`config.mk`:
```
export PLATFORM = sky130hd
export DESIGN_NAME = cpu_bus_decode_with_joypad
export DESIGN_NICKNAME = d
export VERILOG_FILES = /design/src/cbdj_pkg.sv /design/src/cpu_bus_decode_with_joypad.sv /design/src/cbdj_decode.sv /design/src/cbdj_pad_port.sv
export SDC_FILE = /design/constraint.sdc
export NUM_CORES = 1
export LEC_CHECK = 0
export ABC_CLOCK_PERIOD_IN_PS = 2500
export BUFFER_PORTS_ARGS = -buffer_cell sky130_fd_sc_hd__buf_2
export CORE_AREA = 8 8 95 97
export CTS_BUF_LIST = sky130_fd_sc_hd__clkbuf_16
export DETAILED_ROUTE_END_ITERATION = 8
export DIE_AREA = 0 0 103 105
export PLACE_DENSITY_LB_ADDON = 0.2
export SYNTH_ARGS = -nofsm -noshare
export SYNTH_HDL_FRONTEND = slang
export SYNTH_SLANG_ARGS = --single-unit
```
`constraint.sdc`:
```
create_clock -name clock -period 2.5 [get_ports clock]
set_input_delay 0.5 -clock clock [delete_from_list [all_inputs] [get_ports clock]]
set_output_delay 0.5 -clock clock [all_outputs]
set_load 0.005 [all_outputs]
```
`src/cbdj_pkg.sv`:
```
package cbdj_pkg;

   // Bus routing codes
   typedef enum logic [2:0] {
      TGT_RAM  = 3'd0,
      TGT_CART = 3'd1,
      TGT_PPU  = 3'd2,
      TGT_APU  = 3'd3,
      TGT_DMA  = 3'd4,
      TGT_PAD  = 3'd5,
      TGT_NONE = 3'd6
   } target_type;

   localparam logic [15:0] PPU_BASE_ADDR   = 16'h2000;
   localparam logic [15:0] APU_BASE_ADDR   = 16'h4000;
   localparam logic [15:0] DMA_ADDR        = 16'h4014;
   localparam logic [15:0] APU_STATUS_ADDR = 16'h4015;
   localparam logic [15:0] PAD_ONE_ADDR    = 16'h4016;
   localparam logic [15:0] PAD_TWO_ADDR    = 16'h4017;
   localparam logic [2:0]  SRAM_PAGE       = 3'b011;   // 0x6000..0x7FFF

   localparam logic [2:0]  PPU_REG_STATUS  = 3'd2;
   localparam logic [2:0]  PPU_REG_OAMADDR = 3'd3;
   localparam logic [2:0]  PPU_REG_SCROLL  = 3'd5;
   localparam logic [2:0]  PPU_REG_ADDR    = 3'd6;

   localparam logic [4:0]  PAD_SIGNATURE_STEP = 5'd19;
   localparam logic [7:0]  STROBE_HIGH        = 8'd1;
   localparam logic [7:0]  STROBE_LOW         = 8'd0;

   typedef struct packed {
      logic        operation;
      logic [15:0] bus_address;
      logic [7:0]  write_data;
      logic [7:0]  pad_one_buttons;
      logic [7:0]  pad_two_buttons;
   } req_type;

   typedef struct packed {
      target_type  target;
      logic [15:0] mapped_address;
      logic [2:0]  ppu_register;
      logic        save_ram_write;
      logic        pad_read_bit;
      logic        strobe_cleared;
   } rsp_type;

   // Joypad port commands from the decoder
   typedef struct packed {
      logic       read_one;
      logic       read_two;
      logic       strobe_write;
      logic [7:0] strobe_data;
   } pad_ctl_type;

endpackage

```
`src/cpu_bus_decode_with_joypad.sv`:
```
// A request beat passes through the input register, then the result register.
// Throughput: one access per cycle while the output is not stalled; decode and pad index update fit in one stage.
// Reset (synchronous, active high) empties both stages and clears both pad
// read indices and the strobe memory.
module cpu_bus_decode_with_joypad #(
   parameter int RAM_ADDR_BITS       = 11,
   parameter int PAD_SEQUENCE_LENGTH = 24
) (
   input  logic              clock,
   input  logic              reset,
   input  logic              req_valid,
   output logic              req_ready,
   input  cbdj_pkg::req_type req_payload,
   output logic              rsp_valid,
   input  logic              rsp_ready,
   output cbdj_pkg::rsp_type rsp_payload
);

   // Stage 1: captured request beat
   cbdj_pkg::req_type req_ff, req_in;
   logic              req_valid_ff, req_valid_in;

   // Stage 2: finished response beat
   cbdj_pkg::rsp_type rsp_ff, rsp_in;
   logic              rsp_valid_ff, rsp_valid_in;

   logic req_take;    // request beat accepted
   logic stage_open;  // result register can take a new beat
   logic advance;     // stage 1 moves into stage 2, state commits

   cbdj_pkg::target_type  dec_target;
   logic [15:0]           dec_mapped;
   logic [2:0]            dec_ppu_reg;
   logic                  dec_sram_wr;
   cbdj_pkg::pad_ctl_type pad_ctl;
   logic                  pad_bit;
   logic                  pad_cleared;

   assign stage_open = !rsp_valid_ff || rsp_ready;
   assign advance    = req_valid_ff && stage_open;
   // Input side frees up as soon as stage 1 drains in the same cycle
   assign req_ready  = !req_valid_ff || stage_open;
   assign req_take   = req_valid && req_ready;

   cbdj_decode #(
      .RAM_ADDR_BITS (RAM_ADDR_BITS)
   ) u_decode (
      .req            (req_ff),
      .target         (dec_target),
      .mapped_address (dec_mapped),
      .ppu_register   (dec_ppu_reg),
      .save_ram_write (dec_sram_wr),
      .pad_ctl        (pad_ctl)
   );

   // Pad indices commit only when the beat actually leaves stage 1
   cbdj_pad_port #(
      .PAD_SEQUENCE_LENGTH (PAD_SEQUENCE_LENGTH)
   ) u_pad_port (
      .clock           (clock),
      .reset           (reset),
      .update          (advance),
      .pad_ctl         (pad_ctl),
      .pad_one_buttons (req_ff.pad_one_buttons),
      .pad_two_buttons (req_ff.pad_two_buttons),
      .pad_read_bit    (pad_bit),
      .strobe_cleared  (pad_cleared)
   );

   always_comb begin
      req_in       = req_take ? req_payload : req_ff;
      req_valid_in = req_take || (req_valid_ff && !advance);

      rsp_in       = rsp_ff;
      rsp_valid_in = rsp_valid_ff && !rsp_ready;
      if (advance) begin
         rsp_in.target         = dec_target;
         rsp_in.mapped_address = dec_mapped;
         rsp_in.ppu_register   = dec_ppu_reg;
         rsp_in.save_ram_write = dec_sram_wr;
         rsp_in.pad_read_bit   = pad_bit;
         rsp_in.strobe_cleared = pad_cleared;
         rsp_valid_in          = 1'b1;
      end
   end

   always_ff @(posedge clock) begin
      if (reset) begin
         req_valid_ff <= 1'b0;
         rsp_valid_ff <= 1'b0;
      end else begin
         req_valid_ff <= req_valid_in;
         rsp_valid_ff <= rsp_valid_in;
      end
   end

   // Payload registers, no reset needed
   always_ff @(posedge clock) begin
      req_ff <= req_in;
      rsp_ff <= rsp_in;
   end

   assign rsp_valid   = rsp_valid_ff;
   assign rsp_payload = rsp_ff;

   // A pad serial bit only ever comes back on a joypad access
   assert property (@(posedge clock) disable iff (reset)
      (rsp_valid && rsp_payload.pad_read_bit) |-> (rsp_payload.target == cbdj_pkg::TGT_PAD))
      else $error("pad bit set outside joypad access");

   // Index clear only comes from the strobe port
   assert property (@(posedge clock) disable iff (reset)
      (rsp_valid && rsp_payload.strobe_cleared) |->
         (rsp_payload.target == cbdj_pkg::TGT_PAD && rsp_payload.mapped_address ==
          cbdj_pkg::PAD_ONE_ADDR))
      else $error("strobe clear outside strobe write");

   // Save-RAM write flag must land in cartridge space
   assert property (@(posedge clock) disable iff (reset)
      (rsp_valid && rsp_payload.save_ram_write) |-> (rsp_payload.target == cbdj_pkg::TGT_CART))
      else $error("save-RAM write outside cartridge space");

   // A stalled output must not drop the beat held in stage 1
   assert property (@(posedge clock) disable iff (reset)
      (req_valid_ff && rsp_valid_ff && !rsp_ready) |=> req_valid_ff)
      else $error("stage 1 beat lost under output stall");

endmodule

```
`src/cbdj_decode.sv`:
```
module cbdj_decode #(
   parameter int RAM_ADDR_BITS = 11
) (
   input  cbdj_pkg::req_type     req,
   output cbdj_pkg::target_type  target,
   output logic [15:0]           mapped_address,
   output logic [2:0]            ppu_register,
   output logic                  save_ram_write,
   output cbdj_pkg::pad_ctl_type pad_ctl
);

   localparam logic [15:0] RAM_MASK = 16'((1 << RAM_ADDR_BITS) - 1);

   logic [15:0] addr;
   logic [2:0]  reg_sel;
   logic        ppu_dead;

   assign addr    = req.bus_address;
   assign reg_sel = addr[2:0];

   // Status is write-ignored; OAM addr, scroll, addr are read-dead
   assign ppu_dead = req.operation ? (reg_sel == cbdj_pkg::PPU_REG_STATUS)
                                   : ((reg_sel == cbdj_pkg::PPU_REG_OAMADDR) ||
                                      (reg_sel == cbdj_pkg::PPU_REG_SCROLL) ||
                                      (reg_sel == cbdj_pkg::PPU_REG_ADDR));

   always_comb begin
      target             = cbdj_pkg::TGT_NONE;
      mapped_address     = 16'h0000;
      ppu_register       = 3'd0;
      save_ram_write     = 1'b0;
      pad_ctl            = '0;
      pad_ctl.strobe_data = req.write_data;

      if (addr < cbdj_pkg::PPU_BASE_ADDR) begin
         target         = cbdj_pkg::TGT_RAM;
         mapped_address = addr & RAM_MASK;
      end else if (addr > cbdj_pkg::PAD_TWO_ADDR) begin
         target         = cbdj_pkg::TGT_CART;
         mapped_address = addr;
         save_ram_write = req.operation && (addr[15:13] == cbdj_pkg::SRAM_PAGE);
      end else if (addr < cbdj_pkg::APU_BASE_ADDR) begin
         if (!ppu_dead) begin
            target         = cbdj_pkg::TGT_PPU;
            ppu_register   = reg_sel;
            mapped_address = cbdj_pkg::PPU_BASE_ADDR | {13'd0, reg_sel};
         end
      end else if (req.operation) begin
         mapped_address = addr;
         if (addr == cbdj_pkg::DMA_ADDR) begin
            target = cbdj_pkg::TGT_DMA;
         end else if (addr == cbdj_pkg::PAD_ONE_ADDR) begin
            target               = cbdj_pkg::TGT_PAD;
            pad_ctl.strobe_write = 1'b1;
         end else begin
            target = cbdj_pkg::TGT_APU;
         end
      end else begin
         if (addr == cbdj_pkg::APU_STATUS_ADDR) begin
            target         = cbdj_pkg::TGT_APU;
            mapped_address = addr;
         end else if (addr == cbdj_pkg::PAD_ONE_ADDR) begin
            target           = cbdj_pkg::TGT_PAD;
            mapped_address   = addr;
            pad_ctl.read_one = 1'b1;
         end else if (addr == cbdj_pkg::PAD_TWO_ADDR) begin
            target           = cbdj_pkg::TGT_PAD;
            mapped_address   = addr;
            pad_ctl.read_two = 1'b1;
         end
      end
   end

endmodule

```
`src/cbdj_pad_port.sv`:
```
module cbdj_pad_port #(
   parameter int PAD_SEQUENCE_LENGTH = 24
) (
   input  logic                  clock,
   input  logic                  reset,
   input  logic                  update,
   input  cbdj_pkg::pad_ctl_type pad_ctl,
   input  logic [7:0]            pad_one_buttons,
   input  logic [7:0]            pad_two_buttons,
   output logic                  pad_read_bit,
   output logic                  strobe_cleared
);

   localparam logic [5:0] SEQ_LEN = 6'(PAD_SEQUENCE_LENGTH);

   logic [4:0] pad_one_index_ff, pad_one_index_in;
   logic [4:0] pad_two_index_ff, pad_two_index_in;
   logic       last_strobe_ff, last_strobe_in;

   logic [4:0] pos;
   logic [7:0] buttons;
   logic [5:0] pos_inc;
   logic [4:0] pos_next;

   // One shared shifter; reads of the two ports are exclusive
   assign pos     = pad_ctl.read_two ? pad_two_index_ff : pad_one_index_ff;
   assign buttons = pad_ctl.read_two ? pad_two_buttons : pad_one_buttons;
   assign pos_inc = {1'b0, pos} + 6'd1;
   assign pos_next = (pos_inc >= SEQ_LEN) ? 5'd0 : pos_inc[4:0];

   always_comb begin
      pad_read_bit = 1'b0;
      if (pad_ctl.read_one || pad_ctl.read_two) begin
         if (pos < 5'd8) begin
            pad_read_bit = buttons[pos[2:0]];
         end else begin
            pad_read_bit = (pos == cbdj_pkg::PAD_SIGNATURE_STEP);
         end
      end
   end

   assign strobe_cleared = pad_ctl.strobe_write && last_strobe_ff &&
                           (pad_ctl.strobe_data == cbdj_pkg::STROBE_LOW);

   always_comb begin
      pad_one_index_in = pad_one_index_ff;
      pad_two_index_in = pad_two_index_ff;
      last_strobe_in   = last_strobe_ff;
      if (update) begin
         if (pad_ctl.read_one) begin
            pad_one_index_in = pos_next;
         end
         if (pad_ctl.read_two) begin
            pad_two_index_in = pos_next;
         end
         if (pad_ctl.strobe_write) begin
            last_strobe_in = (pad_ctl.strobe_data == cbdj_pkg::STROBE_HIGH);
            if (strobe_cleared) begin
               pad_one_index_in = 5'd0;
               pad_two_index_in = 5'd0;
            end
         end
      end
   end

   always_ff @(posedge clock) begin
      if (reset) begin
         pad_one_index_ff <= 5'd0;
         pad_two_index_ff <= 5'd0;
         last_strobe_ff   <= 1'b0;
      end else begin
         pad_one_index_ff <= pad_one_index_in;
         pad_two_index_ff <= pad_two_index_in;
         last_strobe_ff   <= last_strobe_in;
      end
   end

endmodule

```
-- Word level (Yosys, flattened, before mapping)
Index checks and enable logic that the tools add are counted.
- flip-flop bits (word level): 79
- latch bits: 0
- memories: 0
- bits of input ports: 45
- memory bits (read-only): 0
- word-level logic and storage cells: 101
- RAM bits: 0
- bitwise gates (word level): 2
- muxes and demuxes: 41
- divide/modulo/power cells: 0
- equal/unequal tests: 11
- multiply operators: 0
- reduce and logical (&&, ||, !) cells: 22
- shift operators: 0
- add/subtract/negate cells: 1
- $lt $le $gt $ge: 6
- operator list (kind ; count):
    $mux W16 ; 6
    $eq A16 B15 Y1 const B ; 4
    $mux W5 ; 8
    $mux W3 ; 10
    $gt A16 B15 Y1 const B ; 1
    $lt A16 B14 Y1 const B ; 1
    $lt A16 B15 Y1 const B ; 1
    $mux W14 ; 1
    $mux W11 ; 1
    $mux W1 ; 10
    $eq A3 B2 Y1 const B ; 3
    $eq A8 B1 Y1 const B ; 1
    $logic_not A8 Y1 ; 1
    $mux W8 ; 1
    $logic_and A1 B1 Y1 ; 7
    $add A5 B1 Y6 const B ; 1
    $eq A3 B3 Y1 const B ; 2
    $ge A6 B5 Y1 const B ; 1
    $logic_or A1 B1 Y1 ; 6
    $mux W2 ; 3
    $eq A5 B5 Y1 const B ; 1
    $lt A5 B4 Y1 const B ; 1
    $logic_not A1 Y1 ; 4
    $lt A3 B4 Y1 const B ; 1
    5 further kinds ; 7

-- Depth between registers and ports, before layout
Gate-level depths: netlist of the first run.
- depth in word-level cells: 15
- depth in mapped cells: 15

-- Modules after synthesis
From an unflattened synthesis of the first run, not the netlist that was laid out.
- cells, all modules: 250
- area total of the unflattened synthesis: 3487.1 µm²
- modules (own cells, without submodules) (module ; cells each ; sequential area each (µm²) ; area each (µm²) ; times used):
    cpu_bus_decode_with_joypad ; 76 ; 2021.9 ; 2085.8 ; 1
    cbdj_pad_port ; 96 ; 220.2 ; 864.6 ; 1
    cbdj_decode ; 78 ; 0.0 ; 536.8 ; 1

-- Least setup slack after synthesis of the first run
OpenSTA, ideal clock, no wires.
- path kind: register -> register
- from: register req_ff[37] (netlist name)
- to: register u_pad_port.pad_two_index_ff[0]
- setup slack: -0.213 ns
- data arrival time: 2.592 ns
- stages on the path, launching flop included: 15
- clock period less this slack: 2.713 ns
- cells stage by stage: edfxtp_1 > nor4_2 > and4_4 > and2_4 > buf_8 > mux2i_1 > inv_1 > ha_1 > buf_2 > nand2_1 > a21boi_0 > o32a_1 > nand2_2 > nor4_2 > mux2_2
- word-level cells in the longest chain between the ends: 15
- elaborated cells between the ends (all ways): 26
- those cells by class: add/sub (1); order compare (4); eq/ne (4); mux (15); reduce/logical (2)
- RTL lines (element ; RTL line ; text):
    from (decl) ; cpu_bus_decode_with_joypad.sv:20 ; cbdj_pkg::req_type req_ff, req_in;
    from (signal assigned) ; cpu_bus_decode_with_joypad.sv:99 ; req_ff <= req_in;
    $eq A16 B15 Y1 ; cbdj_decode.sv:66 ; end else if (addr == cbdj_pkg::PAD_TWO_ADDR) begin
    $mux W1 ; cbdj_decode.sv:66 ;
    $mux W1 ; cbdj_decode.sv:62 ; end else if (addr == cbdj_pkg::PAD_ONE_ADDR) begin
    $mux W2 ; cbdj_decode.sv:59 ; if (addr == cbdj_pkg::APU_STATUS_ADDR) begin
    $mux W2 ; cbdj_decode.sv:48 ; end else if (req.operation) begin
    $mux W3 ; cbdj_decode.sv:42 ; end else if (addr < cbdj_pkg::APU_BASE_ADDR) begin
    $mux W3 ; cbdj_decode.sv:38 ; end else if (addr > cbdj_pkg::PAD_TWO_ADDR) begin
    $mux W3 (*) ; cbdj_decode.sv:35 ; if (addr < cbdj_pkg::PPU_BASE_ADDR) begin
    $mux W5 ; cbdj_pad_port.sv:26 ; assign pos = pad_ctl.read_two ? pad_two_index_ff : pad_one_index_ff;
    $add A5 B1 Y6 ; cbdj_pad_port.sv:28 ; assign pos_inc = {1'b0, pos} + 6'd1;
    $ge A6 B5 Y1 ; cbdj_pad_port.sv:29 ; assign pos_next = (pos_inc >= SEQ_LEN) ? 5'd0 : pos_inc[4:0];
    $mux W5 ; cbdj_pad_port.sv:29 ;
    $mux W5 ; cbdj_pad_port.sv:53 ; if (pad_ctl.read_two) begin
    $mux W5 ; cbdj_pad_port.sv:58 ; if (strobe_cleared) begin
    $mux W5 (*) ; cbdj_pad_port.sv:56 ; if (pad_ctl.strobe_write) begin
    to (signal assigned) ; cbdj_pad_port.sv:73 ; pad_two_index_ff <= pad_two_index_in;
    to (decl) ; cbdj_pad_port.sv:17 ; logic [4:0] pad_two_index_ff, pad_two_index_in;
Mark *: on every way between the ends. The rest lies on a longest branch, timed or not.
A chain may end at the register's enable or synchronous reset.

-- Worst setup path after layout of the first run
- from: register req_ff[36] (netlist name)
- to: register u_pad_port.pad_two_index_ff[0]
Same word-level chain as after synthesis.

==> results by group, run 1 <==
Yosys
  • Synth Area in Compound Gates: 10.74%
  • Post-Synth XOR/XNOR Area: 0.7397%
  • Post-synth top area share: 55.79%
  • Largest family of logic cells by synthesized area: simple AND/OR/NAND/NOR gates
  • Most frequent cell after synthesis: edfxtp_1
  • Syn avg cell area: 12.87 sq um
  • #FFs+latches synth: 79
  • Post-synth top cells: edfxtp_1, nand2_1, nor2_1
  • Syn Std Cell Area: 3552 sq um
  • Synth async-reset ratio: 0%
  • Post-Synthesis Cells: 276
  • Synth unique cells: 58
  • Synth area leader: edfxtp_1
  • Mapped Nets: 322
  • Synth warn: 0
  • Post-Synth Adder-Cell Area: 0.3522%
  • Ranking of synthesized cells by area: edfxtp_1, dfxtp_1, and2_1
  • Primary FF master, synth: edfxtp_1
  • Register area share after synthesis: 63.12%
  • Synth Area in Simple Gates: 16.38%
  • Mux share of post-synthesis cell area: 4.967%
  • Number of synthesized flops with an enable pin: 66

Placed design
  • IO Port Bufs: 71
  • Pre-CTS setup slack: -64.88 ps
  • DP HPWL: 5555 microns
  • GP Congestion: 0.9011

Timing
  • Final Skew: 9.158 ps
  • Final hold viol count: 0
  • Final hold slack: 339.2 ps
  • F_max: 0.3948 GHz
  • Worst relative slew slack: 39.02%
  • Final Cycle Share: 101.3%
  • RSZ-0062 raised after global routing: true
  • Setup ws final: -32.93 ps
  • Pins Over Slew Limit: 0
  • Final Critical Period: 2533 ps
  • # setup viols final: 1
  • Slew of the pin with the lowest slew margin: 914.7 ps

Floorplan
  • Core Area: 7527 sq um
  • Initial Util: 47.19%
  • Row count: 32
  • IO Count: 72
  • Area of the die: 10820 sq um
  • Die height: 105 microns
  • Die width: 103 microns

Worst setup path
  • Startpoint types: flop
  • Cell family with most CP delay: simple AND/OR/NAND/NOR gates
  • CP Capture Type: flop
  • Crit path required time: 2720 ps
  • Crit path DAT: 2750 ps
  • Max stage delay cell, worst path: edfxtp_1
  • Worst flop-to-flop path startpoint: req_ff[36]
  • Critical path peak fanout: 7
  • Critical path's largest stage delay: 430 ps
  • Setup CP Type: flop to flop
  • Critical path cell sequence: nor4_4 -> and4_4 -> and2_4 -> mux2i_4 -> inv_2 -> ha_4 -> nand2_1 -> a21boi_1 -> o32a_1 -> nand2_2 -> nor4_2 -> mux2_2
  • R2r setup slk: -30 ps
  • FF-to-FF path depth: 12
  • Worst Path Buf+Inv: 1
  • Reg2reg end: u_pad_port.pad_two_index_ff[0]

Routing
  • Drt first pass iters: 5
  • Vias: 2482
  • Wire per inst: 15.80 microns
  • DRC Markers: 0
  • Post-route ant nets: 0
  • Drt via density: 5.225
  • Final WL: 7506 microns
  • Iteration-0 DRC Markers: 115

Finish
  • Layout cells sized above 1: 37.80%
  • Final Net Count: 414
  • # diodes: 0
  • Synth-to-Final Area Change: 25.75%

Outcome
  • Status: complete, but fails checks
  • Failing checks: negative setup slack

Job
  • Max-cap viol count: 0

Pwr
  • Power per cell area: 648.1 nW/um^2
  • Pleak: 1.756 nW
  • Worst-case vdd ir drop: 0.0007914 V

Clock tree
  • Clock Latency Late Sink: 330 ps
  • CTS tree: built
  • CTS sink cnt: 79
  • Clock tree buffer depth: 2
  • CTS buffer count: 9
  • Clk pin slew, worst setup/hold paths: 60 ps
  • Clk root buf: clkbuf_16
  • Clock H-tree levels: 3
  • CTS Hold Buffers Added: 0

Global route
  • GRT Total Usage: 14.81%
  • Largest net degree at the start of global routing: 42
  • First-pass GRT wire length: 12480 microns
  • Congestion Overflow GR: 0
  • Vias in the first global route: 2566
  • Initial antenna violation count: 0

Hold path
  • Hold Path Cell Cnt: 1
  • WHS Endpoint: req_ff[13]
  • Worst min-delay path startpoint: req_payload[13]
  • Min-Delay Path Class: input pin to flop
## flip-flops by register name (all words and copies together), names as in the netlist
signal	count
u_pad_port.pad_two_index_ff	5
rsp_valid	1
req_valid_ff	1
u_pad_port.last_strobe_ff	1
req_ff	41
rsp_payload	25
u_pad_port.pad_one_index_ff	5
## cells by family after synthesis
family,Yosys count
AOI/OAI and AO/OA,55
xor gates and xnor gates,3
adders and majority gates,1
buffers and inverters,27
DFF,79
muxes,12
and+or+nand+nor,99
## stage by stage
stage / utilization, % / instance area (sq um) / instances / total power [mW] / setup TNS, ps
final: 59.34 / 4467 / 475 / 2.895 / -32.93
after CTS: 58.89 / 4433 / 474 / 2.922 / -45.32
after floorplan: - / 3572 / 276 / 1.639 / -166.2
after global placement: 54.80 / 4125 / 455 / 1.730 / 0
after global routing: 59.34 / 4467 / 475 / 2.997 / -1128
after detailed placement: 54.80 / 4125 / 455 / 1.736 / -126.5
## final cells by class
class / count / area, sq um
clock buffers: 9 / 225.2
clock inverters: 7 / 50.05
fillers: 647 / 3060
inverters: 11 / 41.29
multi-input cells: 170 / 1230
flip-flops and latches: 79 / 2242
well taps: 102 / 127.6
repair buffers: 97 / 550.5
## layer usage
metal | global-route usage (%) | vias up | part of all wire [%]
met5 | 0 | - | 0
met4 | 7.135 | 0 | 1.6
met3 | 3.915 | 9 | 5.4
met2 | 23.15 | 68 | 49
met1 | 18.44 | 1184 | 44
li1 | - | 1221 | -
## timing repair
action	CTS	global route
buffers inserted	3	1
pin swaps	4	4
resized for setup	2	7
setup endpoints to repair	7	10
## cells in the final DEF, fill, tap and decap left out, types with 3 or more instances in the layout
| master | count |
|---|---|
| a22o_1 | 7 |
| inv_1 | 11 |
| nand2b_1 | 3 |
| and3_1 | 3 |
| nor3_1 | 11 |
| o21ai_1 | 6 |
| nand3_1 | 4 |
| a21oi_1 | 11 |
| mux2i_1 | 5 |
| dfxtp_1 | 13 |
| nor3b_1 | 3 |
| mux4_2 | 4 |
| o21ai_0 | 6 |
| edfxtp_1 | 66 |
| nor2_1 | 17 |
| nand2_1 | 16 |
| clkbuf_16 | 9 |
| buf_2 | 71 |
| nand2_2 | 3 |
| nor2b_1 | 3 |
| buf_4 | 26 |
| a31oi_1 | 4 |
| and2_1 | 14 |
| o21a_1 | 3 |
## how the worst max path moves through the flow
stage	startpoint	endpoint	slack, ps	depth (start not counted)
after floorplan	req_ff[36]	u_pad_port.pad_two_index_ff[0]	-60	14
after global placement	req_ff[34]	u_pad_port.pad_two_index_ff[0]	20	11
after detailed placement	req_ff[36]	u_pad_port.pad_two_index_ff[0]	-60	11
after CTS	req_ff[37]	u_pad_port.pad_two_index_ff[0]	-30	12
after global routing	req_ff[36]	u_pad_port.pad_two_index_ff[0]	-150	12
final	req_ff[36]	u_pad_port.pad_two_index_ff[0]	-30	12
## where the power goes
group | switching [mW] | leakage, nW | internal, mW
clock | 0.512 | 0.138 | 0.674
sequential | 0.0205 | 0.739 | 1.50
combinational | 0.101 | 0.879 | 0.0886
Note: power is estimated with default switching activity, not from simulation.
==> inputs of run 2 (changes only) <==
--- a/config.mk
+++ b/config.mk
@@ -6,11 +6,11 @@
 export NUM_CORES = 1
 export LEC_CHECK = 0
 export ABC_CLOCK_PERIOD_IN_PS = 2500
-export BUFFER_PORTS_ARGS = -buffer_cell sky130_fd_sc_hd__buf_2
-export CORE_AREA = 8 8 95 97
+export BUFFER_PORTS_ARGS = -buffer_cell sky130_fd_sc_hd__buf_4
+export CORE_AREA = 8 8 98 100
 export CTS_BUF_LIST = sky130_fd_sc_hd__clkbuf_16
 export DETAILED_ROUTE_END_ITERATION = 8
-export DIE_AREA = 0 0 103 105
+export DIE_AREA = 0 0 106 108
 export PLACE_DENSITY_LB_ADDON = 0.2
 export SYNTH_ARGS = -nofsm -noshare
 export SYNTH_HDL_FRONTEND = slang
==> results by group, run 2 (synthesis results as in run 1) <==
Timing
  • Final Critical Period: 2522 ps
  • Pins Over Slew Limit: 0
  • Setup ws final: -21.58 ps
  • RSZ-0062 raised after global routing: true
  • Slew of the pin with the lowest slew margin: 891.6 ps
  • F_max: 0.3966 GHz
  • Final hold viol count: 0
  • Worst relative slew slack: 40.56%
  • # setup viols final: 1
  • Final Skew: 7.068 ps
  • Final Cycle Share: 100.9%

Outcome
  • Failing checks: negative setup slack
  • Status: complete, but fails checks

Worst setup path
  • Reg2reg end: u_pad_port.pad_two_index_ff[0]
  • FF-to-FF path depth: 12
  • Crit path DAT: 2740 ps
  • CP Capture Type: flop
  • Worst flop-to-flop path startpoint: req_ff[36]
  • Crit-path most repeated cell: nor4_2
  • Critical path cell sequence: nor4_2 -> and4_4 -> and2_4 -> mux2i_1 -> inv_1 -> ha_4 -> nand2_1 -> a21boi_1 -> o32a_1 -> nand2_2 -> nor4_2 -> mux2_2
  • Critical path's largest stage delay: 390 ps
  • Setup CP Type: flop to flop
  • Crit path required time: 2720 ps
  • Startpoint types: flop
  • Max stage delay cell, worst path: edfxtp_1
  • Critical path peak fanout: 7
  • R2r setup slk: -20 ps

Placed design
  • DP Cell Count: 457
  • DP HPWL: 5503 microns
  • GP Congestion: 0.8954
  • Placed Area: 4299 sq um
  • IO Port Bufs: 71

Clock tree
  • Clock tree buffer depth: 2
  • Clock Latency Late Sink: 330 ps
  • Clk pin slew, worst setup/hold paths: 60 ps
  • CTS sink cnt: 79
  • Clock H-tree levels: 3
  • CTS tree: built
  • CTS buffer count: 9
  • Clk root buf: clkbuf_16
  • CTS Hold Buffers Added: 0

Hold path
  • Min-Delay Path Class: input pin to flop
  • Worst min-delay path startpoint: req_payload[10]
  • WHS Endpoint: req_ff[10]
  • Hold Path Cell Cnt: 1

Floorplan
  • Row count: 33
  • Area of the die: 11450 sq um
  • Initial Util: 44.12%
  • Die width: 106 microns
  • Core Area: 8051 sq um
  • Die height: 108 microns
  • IO Count: 72

Routing
  • Post-route ant nets: 0
  • Drt first pass iters: 4
  • Wire per inst: 15.57 microns
  • Iteration-0 DRC Markers: 126
  • Drt via density: 5.128
  • Final WL: 7398 microns
  • Vias: 2436
  • DRC Markers: 0

Finish
  • Final Net Count: 411
  • Register with the most flip-flops: req_ff
  • # diodes: 0
  • Reg area: 2242 sq um
  • Synth-to-Final Area Change: 30.08%
  • Most common cell after layout, fill and taps aside: buf_4
  • Multi-input logic area: 1204 sq um
  • Final std cells w/o fill: 475
  • Finished Cell Area: 4621 sq um
  • Most frequent cells in the layout: buf_4, edfxtp_1, nor2_1
  • FILL cells: 661
  • Max reg flops: 41
  • Layout cells sized above 1: 36.22%

Global route
  • Initial antenna violation count: 0
  • First-pass GRT wire length: 12260 microns
  • Largest net degree at the start of global routing: 42
  • Congestion Overflow GR: 0
  • GRT Total Usage: 13.49%
  • Vias in the first global route: 2556

Pwr
  • Pleak: 1.808 nW
  • Power per cell area: 654.2 nW/um^2
  • Worst-case vdd ir drop: 0.0004005 V

Job
  • Max-cap viol count: 0
[run 2: how the worst max path moves through the flow]
| stage | startpoint | to |
|---|---|---|
| 2_1_floorplan | req_ff[36] | u_pad_port.pad_two_index_ff[0] |
| 3_3_place_gp | req_ff[36] | u_pad_port.pad_one_index_ff[3] |
| 3_5_place_dp | req_ff[36] | u_pad_port.pad_one_index_ff[3] |
| 4_1_cts | req_ff[37] | u_pad_port.pad_two_index_ff[0] |
| 5_1_grt | req_ff[36] | u_pad_port.pad_two_index_ff[0] |
| 6_report | req_ff[36] | u_pad_port.pad_two_index_ff[0] |
[run 2: cell type report]
type                       count  area share (%)
clock inverter                 7           1.543
tap                          105           2.843
clock buffer                   9           4.874
timing repair buffer          94           15.27
multi-input combinational    170           26.05
inverter                      11          0.8936
sequential                    79           48.52
[run 2: per-layer routing]
metal | vias to the layer above | wire (microns) | GRT usage [%]
met1 | 1131 | 3250 | 16.20
li1 | 1213 | - | -
met2 | 80 | 3561 | 21.67
met5 | - | 0 | 0
met4 | 0 | 153 | 7.337
met3 | 12 | 433 | 3.807
[run 2: stage by stage]
stage / total power [mW] / TNS (ps) / worst slack, ps / utilization [%] / hold slack, ps
2_1_floorplan: 1.639 / -166.2 / -61.05 / - / 456.3
3_3_place_gp: 1.759 / -9.605 / -9.605 / 53.40 / 473.4
3_5_place_dp: 1.764 / -219.4 / -79.12 / 53.40 / 485.1
4_1_cts: 3.065 / -138.1 / -59.87 / 57.39 / 332.9
5_1_grt: 3.135 / -875.1 / -145.0 / 57.39 / 330.5
6_report: 3.023 / -21.58 / -21.58 / 57.39 / 345.2
[run 2: critical path: cells and delay by family, from the launching register on]
| kind | cells | cell delay, ps |
|---|---|---|
| compound gates | 2 | 260 |
| simple gates | 6 | 980 |
| mux | 2 | 490 |
| flops | 1 | 390 |
| fa+ha+maj | 1 | 190 |
| buf+inv | 1 | 100 |
[run 2: power breakdown]
part           switching (mW)  leakage [nW]  total (mW)  internal (mW)
logic                  0.0989         0.928       0.214          0.115
clock network           0.517         0.141        1.29          0.773
registers              0.0204         0.739        1.52           1.50
[run 2: timing repair]
action / 4_1_cts / 5_1_grt
endpoints found under the setup margin: 7 / 9
cloned: 0 / 0
pin swaps: 2 / 1
buffers inserted: 2 / 0
resized for setup: 3 / 0
==> inputs of run 3 (changes only) <==
==> constraint.sdc (replaced) <==
create_clock -name clock -period 2.5 [get_ports clock]
set_input_delay 0.125 -clock clock [delete_from_list [all_inputs] [get_ports clock]]
set_output_delay 0.125 -clock clock [all_outputs]
set_load 0.005 [all_outputs]
==> results by group, run 3 (synthesis results as in run 1) <==
Worst setup path
  • Crit-path most repeated cell: nor4_4
  • Startpoint types: flop
  • Critical path's largest stage delay: 420 ps
  • Setup CP Type: flop to flop
  • Cell family with most CP delay: simple AND/OR/NAND/NOR gates
  • CP Capture Type: flop
  • Crit path DAT: 2740 ps
  • Max stage delay cell, worst path: edfxtp_1
  • Worst Path Buf+Inv: 1
  • Crit path required time: 2720 ps
  • Critical path peak fanout: 7
  • Critical path cell sequence: nor4_4 -> and4_4 -> and2_4 -> mux2i_2 -> inv_2 -> ha_4 -> nand2_1 -> a21boi_1 -> o32a_1 -> nand2_2 -> nor4_4 -> mux2_2

Clock tree
  • Clock tree buffer depth: 2
  • CTS buffer count: 9
  • Clk pin slew, worst setup/hold paths: 60 ps
  • CTS tree: built
  • Clk root buf: clkbuf_16
  • Clock Latency Late Sink: 330 ps
  • Clock H-tree levels: 3
  • CTS sink cnt: 79

Floorplan
  • Area of the die: 11450 sq um
  • Row count: 33
  • IO Count: 72
  • Core Area: 8051 sq um
  • Die height: 108 microns
  • Die width: 106 microns
  • Initial Util: 44.12%

Pwr
  • Power per cell area: 588.7 nW/um^2
  • Worst-case vdd ir drop: 0.0004476 V
  • Pleak: 2.007 nW

Routing
  • Post-route ant nets: 0
  • Wire per inst: 16.48 microns
  • Final WL: 8602 microns
  • DRC Markers: 0
  • Drt first pass iters: 4
  • Drt via density: 5.123
  • Vias: 2674
  • Iteration-0 DRC Markers: 117

Placed design
  • Pre-CTS setup slack: -84.69 ps
  • GP Congestion: 0.8883
  • DP HPWL: 5730 microns
  • IO Port Bufs: 71

Global route
  • Initial antenna violation count: 0
  • GRT Total Usage: 15.64%
  • First-pass GRT wire length: 13930 microns
  • Largest net degree at the start of global routing: 25
  • Vias in the first global route: 2793
  • Congestion Overflow GR: 0

Finish
  • Register with the most flip-flops: req_ff
  • Most frequent cells in the layout: buf_4, edfxtp_1, dlygate4sd3_1
  • # diodes: 0
  • Synth-to-Final Area Change: 43.25%
  • Final core occ: 63.20%
  • Layout cells sized above 1: 34.29%
  • Max reg flops: 41
  • Most common cell after layout, fill and taps aside: buf_4
  • Final Net Count: 458
  • FILL cells: 616

Timing
  • Final Skew: 7.697 ps
  • Final hold slack: 24.49 ps
  • Final Cycle Share: 100.9%
  • Worst relative slew slack: 63.65%
  • Final Critical Period: 2522 ps
  • RSZ-0062 raised after global routing: true
  • Setup ws final: -21.98 ps
  • F_max: 0.3965 GHz
  • Pins Over Slew Limit: 0
  • Final hold viol count: 0
  • # setup viols final: 3
  • Fin Setup TNS: -27.12 ps
  • Slew of the pin with the lowest slew margin: 543.3 ps

Outcome
  • Status: complete, but fails checks
  • Failing checks: negative setup slack

Hold path
  • Min-Delay Path Class: input pin to flop

Job
  • Max-cap viol count: 0
run 3: layout make-up:
cell class	instances	area (sq um)	share of cell area [%]
timing repair buffer	141	1174	23.06
clock inverter	7	43.79	0.8606
clock buffer	9	225.2	4.426
sequential	79	2242	44.06
multi-input combinational	170	1231	24.19
tap	105	131.4	2.582
inverter	11	41.29	0.8114
run 3: stage by stage:
stage,cells,total power [mW],cell area (sq um)
after CTS,518,3.009,5050
after global routing,522,3.095,5089
final,522,2.996,5089
after global placement,458,1.762,4319
after floorplan,276,1.639,3572
after detailed placement,458,1.770,4319
run 3: final timing paths:
| kind | startpoint | to | slack [ps] | depth (start not counted) |
|---|---|---|---|---|
| min | req_valid | req_valid_ff | 20 | 3 |
| max | req_ff[36] | u_pad_port.pad_two_index_ff[0] | -20 | 12 |
| max reg2reg | req_ff[36] | u_pad_port.pad_two_index_ff[0] | -20 | 12 |
| min reg2reg | u_pad_port.last_strobe_ff | u_pad_port.last_strobe_ff | 490 | 2 |
run 3: what timing repair did:
action | CTS | global route
hold buffers | 41 | 0
cloned | 0 | 0
endpoints found under the hold margin | 41 | 0
setup endpoints to repair | 5 | 10
gates resized for setup | 6 | 2
buffers inserted | 3 | 4
pin swaps | 3 | 8
run 3: power by group:
group	switching (mW)	internal (mW)
sequential	0.0237	1.50
combinational	0.117	0.164
clock	0.527	0.667
run 3: worst reg2reg max path: cells and delay by family (launching register included):
family	cells	cell delay [ps]
simple gates	6	980
mux	2	500
flops	1	420
compound gates	2	260
fa+ha+maj	1	190
buf+inv	1	70
run 3: layer usage:
metal	up-vias	share of wire, %	global-route usage [%]
met1	1278	41	17.13
met3	14	4.5	3.688
met2	77	52	27.84
li1	1305	-	-
met4	0	2.3	8.141
met5	-	0	0
